--- config.mk ---
export PLATFORM = sky130hd
export DESIGN_NAME = recent_host_scan_trigger_unit
export DESIGN_NICKNAME = d
export VERILOG_FILES = /design/src/hw/rtl/rhst_pkg.sv /design/src/hw/rtl/recent_host_scan_trigger_unit.sv /design/src/hw/rtl/rhst_controller.sv /design/src/hw/rtl/rhst_datapath.sv
export SDC_FILE = /design/constraint.sdc
export NUM_CORES = 2
export LEC_CHECK = 0
export BUFFER_PORTS_ARGS = -buffer_cell sky130_fd_sc_hd__buf_2
export CORE_ASPECT_RATIO = 1.2
export CORE_MARGIN = 2
export CORE_UTILIZATION = 61
export CTS_CLUSTER_SIZE = 30
export DETAILED_ROUTE_END_ITERATION = 7
export PLACE_DENSITY = 0.8
export SETUP_SLACK_MARGIN = 0.15
export SLEW_MARGIN = 20
export SYNTH_ARGS = -nofsm -noshare
export SYNTH_HDL_FRONTEND = slang
export SYNTH_SLANG_ARGS = --single-unit
--- constraint.sdc ---
create_clock -name clock -period 5.45 [get_ports clock]
set_input_delay 0.545 -clock clock [delete_from_list [all_inputs] [get_ports clock]]
set_output_delay 0.545 -clock clock [all_outputs]
set_load 0.02 [all_outputs]
--- src/hw/rtl/rhst_pkg.sv ---
`default_nettype none

package rhst_pkg;

   // Commands from the controller to the datapath.
   typedef struct packed {
      logic load;    // capture a new address and start a count
      logic scan;    // read the next table entry
      logic commit;  // write the address into the ring and settle the verdict
      logic finish;  // move the verdict into the output register
   } cmd_type;

   // Status from the datapath to the controller.
   typedef struct packed {
      logic scan_done;     // every filled entry has been read
      logic trigger_zero;  // the trigger register holds zero
      logic rsp_free;      // the output register can take a word this cycle
   } status_type;

endpackage

`default_nettype wire

--- src/hw/rtl/recent_host_scan_trigger_unit.sv ---
`default_nettype none

// Channel   Ports                                   Moves
// request   req_valid, req_ready, req_host_address  one source address per word
// response  rsp_valid, rsp_ready, rsp_scan_detected one verdict per request word
// csr       csr_write_enable, csr_write_data        trigger count, no wait
//
// A new request word is accepted only once the last one has been compared
// with the fill table entries written so far (fill is at most TABLE_DEPTH)
// and its result loaded; the single read port of the host table is walked one
// entry per cycle. With a zero trigger the scan and the ring write are skipped.
// Reset clears the trigger, the ring pointer and the fill count; the table
// itself is never cleared, since the fill count marks its valid entries.
// A stalled response holds in the output register; the block goes on to
// accept the next request word and stops only before loading the next result.

module recent_host_scan_trigger_unit #(
   parameter int TABLE_DEPTH = 64
) (
   input  wire logic        clock,
   input  wire logic        reset,

   input  wire logic        req_valid,
   output logic             req_ready,
   input  wire logic [31:0] req_host_address,

   output logic             rsp_valid,
   input  wire logic        rsp_ready,
   output logic             rsp_scan_detected,

   input  wire logic        csr_write_enable,
   input  wire logic [7:0]  csr_write_data
);

   rhst_pkg::cmd_type    cmd;
   rhst_pkg::status_type status;

   // The controller sequences each word through scan, compare, ring write
   // and result hand-off.
   rhst_controller u_ctrl (
      .clock     (clock),
      .reset     (reset),
      .req_valid (req_valid),
      .req_ready (req_ready),
      .status    (status),
      .cmd       (cmd)
   );

   // The datapath holds the table, the hit counter, the trigger register
   // and the output register.
   rhst_datapath #(
      .TABLE_DEPTH (TABLE_DEPTH)
   ) u_dp (
      .clock             (clock),
      .reset             (reset),
      .csr_write_enable  (csr_write_enable),
      .csr_write_data    (csr_write_data),
      .req_host_address  (req_host_address),
      .cmd               (cmd),
      .status            (status),
      .rsp_ready         (rsp_ready),
      .rsp_valid         (rsp_valid),
      .rsp_scan_detected (rsp_scan_detected)
   );

endmodule

`default_nettype wire

--- src/hw/rtl/rhst_controller.sv ---
`default_nettype none

module rhst_controller (
   input  wire logic               clock,
   input  wire logic               reset,
   input  wire logic               req_valid,
   output logic                    req_ready,
   input  wire rhst_pkg::status_type status,
   output rhst_pkg::cmd_type       cmd
);

   typedef enum logic [4:0] {
      ST_IDLE   = 5'b00001,
      ST_SCAN   = 5'b00010,
      ST_DRAIN  = 5'b00100,
      ST_COMMIT = 5'b01000,
      ST_FINISH = 5'b10000
   } state_type;

   state_type state_ff;
   state_type state_in;

   always_comb begin
      state_in   = state_ff;
      cmd        = '0;
      req_ready  = 1'b0;
      unique case (state_ff)
         ST_IDLE: begin
            req_ready = 1'b1;
            if (req_valid) begin
               cmd.load = 1'b1;
               // A zero trigger reports at once and leaves the table alone.
               state_in = status.trigger_zero ? ST_FINISH : ST_SCAN;
            end
         end
         ST_SCAN: begin
            if (status.scan_done) begin
               state_in = ST_DRAIN;
            end else begin
               cmd.scan = 1'b1;
            end
         end
         ST_DRAIN: begin
            // No read is compared here; the last one was compared in the scan state.
            state_in = ST_COMMIT;
         end
         ST_COMMIT: begin
            cmd.commit = 1'b1;
            state_in   = ST_FINISH;
         end
         ST_FINISH: begin
            if (status.rsp_free) begin
               cmd.finish = 1'b1;
               state_in   = ST_IDLE;
            end
         end
         default: begin
            state_in = ST_IDLE;
         end
      endcase
   end

   always_ff @(posedge clock) begin
      if (reset) begin
         state_ff <= ST_IDLE;
      end else begin
         state_ff <= state_in;
      end
   end

endmodule

`default_nettype wire

--- src/hw/rtl/rhst_datapath.sv ---
`default_nettype none

module rhst_datapath #(
   parameter int TABLE_DEPTH = 64
) (
   input  wire logic               clock,
   input  wire logic               reset,
   input  wire logic               csr_write_enable,
   input  wire logic [7:0]         csr_write_data,
   input  wire logic [31:0]        req_host_address,
   input  wire rhst_pkg::cmd_type  cmd,
   output rhst_pkg::status_type    status,
   input  wire logic               rsp_ready,
   output logic                    rsp_valid,
   output logic                    rsp_scan_detected
);

   localparam int PW = (TABLE_DEPTH > 1) ? $clog2(TABLE_DEPTH) : 1;
   localparam int FW = $clog2(TABLE_DEPTH + 1);
   localparam int HW = $clog2(TABLE_DEPTH + 2);
   localparam int CW = (HW > 8) ? HW : 8;

   // Ring of recent addresses. Entries are written in ring order from slot
   // zero after reset, so slot i holds a valid address exactly when i is
   // below the fill count.
   logic [31:0]   host_table_ff [TABLE_DEPTH];

   logic [7:0]    trigger_ff, trigger_in;
   logic [PW-1:0] wptr_ff, wptr_in;
   logic [FW-1:0] fill_ff, fill_in;
   logic          rd_pending_ff, rd_pending_in;
   logic          rsp_valid_ff, rsp_valid_in;

   logic [31:0]   addr_ff;
   logic [FW-1:0] idx_ff;
   logic [HW-1:0] hits_ff;
   logic [31:0]   rd_data_ff;
   logic          det_ff;
   logic          rsp_det_ff;

   logic          hit;
   logic          verdict;

   assign hit     = rd_pending_ff && (rd_data_ff == addr_ff);
   assign verdict = (CW'(hits_ff) >= CW'(trigger_ff)) ||
                    (CW'(trigger_ff) > CW'(TABLE_DEPTH));

   assign status.scan_done    = (idx_ff == fill_ff);
   assign status.trigger_zero = (trigger_ff == 8'd0);
   assign status.rsp_free     = !rsp_valid_ff || rsp_ready;

   assign rsp_valid         = rsp_valid_ff;
   assign rsp_scan_detected = rsp_det_ff;

   always_comb begin
      trigger_in    = csr_write_enable ? csr_write_data : trigger_ff;
      rd_pending_in = cmd.scan;
      wptr_in       = wptr_ff;
      fill_in       = fill_ff;
      if (cmd.commit) begin
         wptr_in = (wptr_ff == PW'(TABLE_DEPTH - 1)) ? '0 : wptr_ff + 1'b1;
         if (fill_ff != FW'(TABLE_DEPTH)) begin
            fill_in = fill_ff + 1'b1;
         end
      end
      priority if (cmd.finish) begin
         rsp_valid_in = 1'b1;
      end else if (rsp_ready) begin
         rsp_valid_in = 1'b0;
      end else begin
         rsp_valid_in = rsp_valid_ff;
      end
   end

   always_ff @(posedge clock) begin
      if (reset) begin
         trigger_ff    <= 8'd0;
         wptr_ff       <= '0;
         fill_ff       <= '0;
         rd_pending_ff <= 1'b0;
         rsp_valid_ff  <= 1'b0;
      end else begin
         trigger_ff    <= trigger_in;
         wptr_ff       <= wptr_in;
         fill_ff       <= fill_in;
         rd_pending_ff <= rd_pending_in;
         rsp_valid_ff  <= rsp_valid_in;
      end
   end

   always_ff @(posedge clock) begin
      if (cmd.load) begin
         addr_ff <= req_host_address;
         idx_ff  <= '0;
         hits_ff <= HW'(1);
         det_ff  <= (trigger_ff == 8'd0);
      end else begin
         if (cmd.scan) begin
            idx_ff <= idx_ff + 1'b1;
         end
         if (hit) begin
            hits_ff <= hits_ff + 1'b1;
         end
         if (cmd.commit) begin
            det_ff <= verdict;
         end
      end
      if (cmd.finish) begin
         rsp_det_ff <= det_ff;
      end
   end

   // Table memory: one read and one write port, read data registered.
   always_ff @(posedge clock) begin
      if (cmd.scan) begin
         rd_data_ff <= host_table_ff[idx_ff[PW-1:0]];
      end
      if (cmd.commit) begin
         host_table_ff[wptr_ff] <= addr_ff;
      end
   end

endmodule

`default_nettype wire

# Yosys cells after proc, flatten, opt, wreduce, memory -nomap -nowiden
# Memory sizes are Yosys's and may differ from the RTL's. A register that Yosys moved wholly into a read port is not among the register bits.
# Index checks and enable logic that the tools add are counted.
# W data, S select, Z words.
[totals]
ff_bits = 76
ramBits = 2048
input_bits = 45
out_inout_bits = 3
wordCells = 59
mem_count = 1
[memory_table]
columns = ["name", "words", "word_bits", "read_ports", "rd_clocked_by_memory_dff", "write_ports", "line_no", "text"]
rows = [
  ["u_dp.host_table_ff", 64, 32, 1, 1, 1, "rhst_datapath.sv:26", "logic [31:0] host_table_ff [TABLE_DEPTH];"],
]
[classes]
addsub = 4
n_lt_le_gt_ge = 2
n_eq_ne = 12
muxes = 20
n_reduce_logical = 9
[ops]
columns = ["operator", "n"]
rows = [
  ["$eq A32 B32 Y1", 1],
  ["$pmux W5 S5", 1],
  ["$add A7 B1 Y7 const B", 3],
  ["$mux W5", 4],
  ["$mux W1", 14],
  ["$ge A7 B8 Y1", 1],
  ["$gt A8 B7 Y1 const B", 1],
  ["$logic_not A8 Y1", 1],
  ["$eq A7 B7 Y1", 1],
  ["$ne A7 B7 Y1 const B", 1],
  ["$add A6 B1 Y6 const B", 1],
  ["$eq A6 B6 Y1 const B", 1],
  ["$mux W6", 1],
  ["$ne A2 B2 Y1 const B", 3],
  ["$eq A5 B1 Y1 const B", 1],
  ["$eq A5 B2 Y1 const B", 1],
  ["$eq A5 B3 Y1 const B", 1],
  ["$eq A5 B4 Y1 const B", 1],
  ["$eq A5 B5 Y1 const B", 1],
  ["$reduce_bool A2 Y1", 2],
  ["$reduce_and A3 Y1", 1],
  ["$logic_or A1 B1 Y1", 2],
  ["$reduce_and A2 Y1", 1],
  ["$logic_and A1 B1 Y1", 1],
  ["$logic_not A1 Y1", 1],
]

# Depth between registers and ports, before layout
[depth]
word_depth = 5
mapped_depth = 10
ltp_nobuf = 8

# By module
# A second synthesis with hierarchy kept.
[hier_totals]
cells_unflattened = 3763
hier_area_um2 = 82975.8
[modules_own_cells]
columns = ["mod", "n_inst", "cells_each", "area_per_inst_um2", "seq_area_each_um2"]
rows = [
  ["rhst_datapath", 1, 3724, 82649.3, 64221.6],
  ["rhst_controller", 1, 39, 326.6, 100.1],
]

# Least setup slack after synthesis
# No wires, ideal clock.
[synth_timing]
kind = "register to register"
start = "reg u_ctrl.state_ff[1]"
end = "mem u_dp.host_table_ff[31][0], enable pin"
setup_ns = 0.468
t_arrival_ns = 3.761
required_ns = 4.982
setup_slack_ns = 1.221
path_stages_with_launch = 7
path_buffers = 1
period_less_slack_ns = 4.229
cell_sequence = "dfxtp_1 -> nor2_1 -> nor4b_1 -> and2_1 -> clkbuf_1 -> nand3_1 -> nor3b_1"
[synth_between]
elab_chain_len = 4
[synth_lines]
columns = ["element", "line_no", "text"]
rows = [
  ["from (decl)", "rhst_controller.sv:20", "state_type state_ff;"],
  ["from (signal assigned)", "rhst_controller.sv:67", "state_ff <= state_in;"],
  ["$eq A5 B4 Y1", "rhst_controller.sv:27", "unique case (state_ff)"],
  ["$mux W1", "rhst_controller.sv:27", ""],
  ["$mux W1", "rhst_datapath.sv:118", "if (cmd.commit) begin"],
  ["$mux W1 (implied by the code)", "rhst_datapath.sv:119", "host_table_ff[wptr_ff] <= addr_ff;"],
  ["to (decl)", "rhst_datapath.sv:26", ""],
]
# Every way passes these cells.

# Final worst setup path
[layout_timing]
start = "reg u_dp.idx_ff[2]"
end = "reg u_dp.rd_data_ff[9], read port of u_dp.host_table_ff, data pin"
[layout_between]
elab_chain_len = 3
[layout_lines]
columns = ["element", "line_no", "text"]
rows = [
  ["from (decl)", "rhst_datapath.sv:35", "logic [FW-1:0] idx_ff;"],
  ["from (signal assigned)", "rhst_datapath.sv:99", "idx_ff <= idx_ff + 1'b1;"],
  ["$eq A7 B7 Y1", "rhst_datapath.sv:48", "assign status.scan_done = (idx_ff == fill_ff);"],
  ["$mux W1", "rhst_controller.sv:37", "if (status.scan_done) begin"],
  ["$mux W1", "rhst_controller.sv:27", ""],
  ["to (decl)", "rhst_datapath.sv:37", "logic [31:0] rd_data_ff;"],
]
# Parallel ways exist; a longest one is shown, timed or not.
# A chain may end at the register's enable or synchronous reset.

==> results.py <==
metrics = {
    "global_routing": {
        "grt_util_all_layers": 0.3231,
        "grt_pass1_wl_mm": 310.4,
        "grt_pass1_vias": 42080,
        "grt_overflow": 0,
        "grt_max_degree": 89,
        "antenna_found_initial": 17,
    },
    "critical_path": {
        "rr_worst_depth": 6,
        "cp.arrival_ns": 4.43,
        "worstPathRequired_ns": 6.02,
        "crit_family": "compound AO/OA/AOI/OAI gates",
        "cp_num_buf_inv": 1,
        "reg2reg_setup_slack_ns": 1.60,
        "r2r-end": "u_dp.rd_data_ff[9]$_DFFE_PP_",
        "crit_fanout": 45,
        "end_kind": "register",
        "slowest_delay_ns": 0.92,
        "rr_startpoint": "u_dp.idx_ff[2]$_SDFFE_PP0P_",
        "critPathLaunchType": "register",
        "cp_slowest_cell": "dfxtp_4",
        "path_class": "register to register",
        "startpoint": "u_dp.idx_ff[2]$_SDFFE_PP0P_",
        "path_cells": "buf_4, mux4_2, nor2b_1, a211oi_1, a21oi_1, a221o_1",
    },
    "clocking": {
        "cts.htree.levels": 4,
        "cts_tree": "built",
        "post_cts_resized": 0,
        "clkTransAtPathRegs_ns": 0.06,
        "numCtsBuffers": 189,
        "cts_num_sinks": 2156,
        "clockBufferDepth": 3,
        "ctsHoldBuffers": 40,
        "post_cts_buffers": 0,
        "cts_root_buf": "clkbuf_16",
        "clock_latency_ns": 0.85,
    },
    "logic_synthesis": {
        "yosys.cell_types.count": 48,
        "ys_seq_area_frac": 0.7800,
        "ys.flop_type": "edfxtp_1",
        "synth.area.top_cells": "edfxtp_1 (77%), mux4_2 (13%), mux2i_1 (2.3%), dfxtp_1 (1.0%), a21oi_1 (0.66%)",
        "avgSynthCellArea_sq_um": 21.92,
        "synth_top_cell_by_area": "edfxtp_1",
        "syn_area_sq_um": 82460,
        "syn_inst": 3762,
        "syn_nets": 3819,
        "ys_warn_count": 0,
        "async_flop_share": 0,
        "ys_ff_latch": 2156,
        "synth_top_area_share": 0.7698,
        "synth-edff-count": 2114,
    },
    "placement": {
        "place.gp.congestion": 0.9220,
        "post-place-ws_ns": 1.718,
        "post-dp-hpwl_mm": 119.1,
        "place.port_buffers": 47,
        "dp_cells": 5535,
        "placed_area_sq_um": 85780,
    },
    "route": {
        "drc_errors": 1,
        "drt-total-wl_mm": 222.2,
        "dr.pass1.iters": 8,
        "vias": 42470,
        "viasPerCell": 7.157,
        "drt_iter0_markers": 6659,
        "ant_nets": 0,
        "post_drt_wl_per_cell_microns": 37.44,
    },
    "layout": {
        "fin_util": 0.6914,
        "stdcell_count": 5934,
        "finalNetCount": 4042,
        "area_growth_pct": 12.27,
        "final_area_sq_um": 92570,
        "drive_above_1_share": 0.2501,
    },
    "sta": {
        "final_hold_viol_count": 0,
        "drv_slew": 0,
        "timing.final.ws_setup_ns": 1.599,
        "post-route-min-period_ns": 3.851,
        "period_share": 0.7066,
        "slew_headroom": 0.1770,
        "setup_violations": 0,
        "skew_ns": 0.04523,
        "tightest_slew_ns": 1.225,
        "setup_tns_ns": 0,
        "max_freq_mhz": 259.7,
        "rsz0062_at_grt": "no",
    },
    "worst_hold_path": {
        "min_delay_worst_endpoint": "u_ctrl.state_ff[0]$_SDFFE_PP1P_",
        "min_from": "req_valid",
        "hp-class": "primary input to register",
        "hold_path_depth": 4,
    },
    "floorplan": {
        "initial_utilization": 0.6158,
        "dieArea_sq_um": 138100,
        "fp.coreArea_sq_um": 133900,
        "die_h_microns": 406.8,
        "pin_count": 48,
        "num_rows": 147,
        "die_w_microns": 339.6,
    },
    "job": {
        "drv_cap": 0,
    },
    "pwr": {
        "power.leakage_uw": 0.02775,
        "power.density_nw_per_um2": 357.3,
        "peakVddDrop_uv": 375.8,
    },
    "outcome": {
        "status": "complete, but fails checks",
        "violations": "DRC",
    },
}
==> worst max path at each step <==
| stage | endpoint | slack (ns) | depth (start not counted) |
|---|---|---|---|
| finish | u_dp.rd_data_ff[9]$_DFFE_PP_ | 1.60 | 6 |
| global route | u_dp.rd_data_ff[9]$_DFFE_PP_ | 1.54 | 6 |
| global placement | u_dp.rd_data_ff[9]$_DFFE_PP_ | 1.75 | 6 |
| floorplan | u_dp.host_table_ff[31][0]$_DFFE_PP_ | 1.22 | 6 |
| detailed placement | u_dp.rd_data_ff[9]$_DFFE_PP_ | 1.72 | 6 |
| CTS | u_dp.rd_data_ff[9]$_DFFE_PP_ | 1.68 | 6 |
==> worst min-delay path, stage by stage <==
cell and delay, ns:
buf_2 0.09, nor2_1 0.05, nor2_1 0.07, o21ai_0 0.08
==> layout by cell type (no fill, tap or decap), drive strengths merged, types with 38 or more instances in the layout <==
master and instances:
a211oi 48, nand3 41, nand2 41, clkinv 83, dfxtp 42, a22oi 63
mux4 472, buf 202, edfxtp 2114, nor2 104, mux2i 188, a21oi 109
clkbuf 232, o22ai 41, nor2b 38, dlygate4sd3 40
==> metrics by stage <==
step	hold WS [ns]	power [uW]
after global routing	0.07555	33670
after CTS	0.01616	33040
after global placement	0.4261	19660
after floorplan	0.4003	19220
final	0.07525	33080
after detailed placement	0.4276	19710
==> registers in the layout, indices dropped and copies added, names as in the netlist <==
name / flops
u_ctrl.state_ff: 5
u_dp.addr_ff: 32
u_dp.det_ff: 1
u_dp.fill_ff: 7
u_dp.hits_ff: 7
u_dp.host_table_ff: 2048
u_dp.idx_ff: 7
u_dp.rd_data_ff: 32
u_dp.rd_pending_ff: 1
u_dp.rsp_scan_detected: 1
u_dp.rsp_valid: 1
u_dp.trigger_ff: 8
u_dp.wptr_ff: 6
==> where the power goes <==
| part | leakage (uW) | internal (uW) | total (uW) | switching (uW) |
|---|---|---|---|---|
| Sequential | 0.0194 | 18500 | 18600 | 80.7 |
| Combinational | 0.00534 | 108 | 820 | 712 |
| Clock | 0.00306 | 7650 | 13700 | 6020 |
==> per-layer routing <==
metal | track usage | vias to the layer above | share of wire
met2 | 0.5065 | 3590 | 0.48
met1 | 0.4075 | 21830 | 0.32
met3 | 0.08538 | 755 | 0.13
met5 | 0 | - | 0.00045
met4 | 0.2033 | 16 | 0.076
li1 | - | 16280 | -
==> cells in the mapped netlist (41+ instances only) <==
cell      count
a211oi_1     48
a21oi_1     109
a22oi_1      63
buf_2        67
clkbuf_1     93
dfxtp_1      42
edfxtp_1   2114
mux2i_1     188
mux4_2      472
nand2_1      41
nand3_1      41
nor2_1      104
o22ai_1      41
==> cell type report <==
| class | instances | area, sq um |
|---|---|---|
| flip-flops and latches | 2156 | 64340 |
| fillers | 7553 | 41320 |
| multi-input cells | 1383 | 17580 |
| clock buffers | 232 | 5061 |
| well taps | 1788 | 2237 |
| repair buffers | 242 | 2145 |
| clock inverters | 117 | 1154 |
| inverters | 13 | 48.80 |
| diodes | 3 | 7.507 |
==> kinds of logic (layout without fill, tap and decap cells) <==
family,Yosys count,in the layout,synth area share
mux,660,660,0.1517
xor+xnor,59,59,0.006267
other cells,0,3,0
flops,2156,2156,0.7800
compound gates,354,354,0.02909
buf+inv,223,604,0.01313
simple gates,298,298,0.01792
fa+ha+maj,12,12,0.001821
Power figures use the tool's default switching activity.
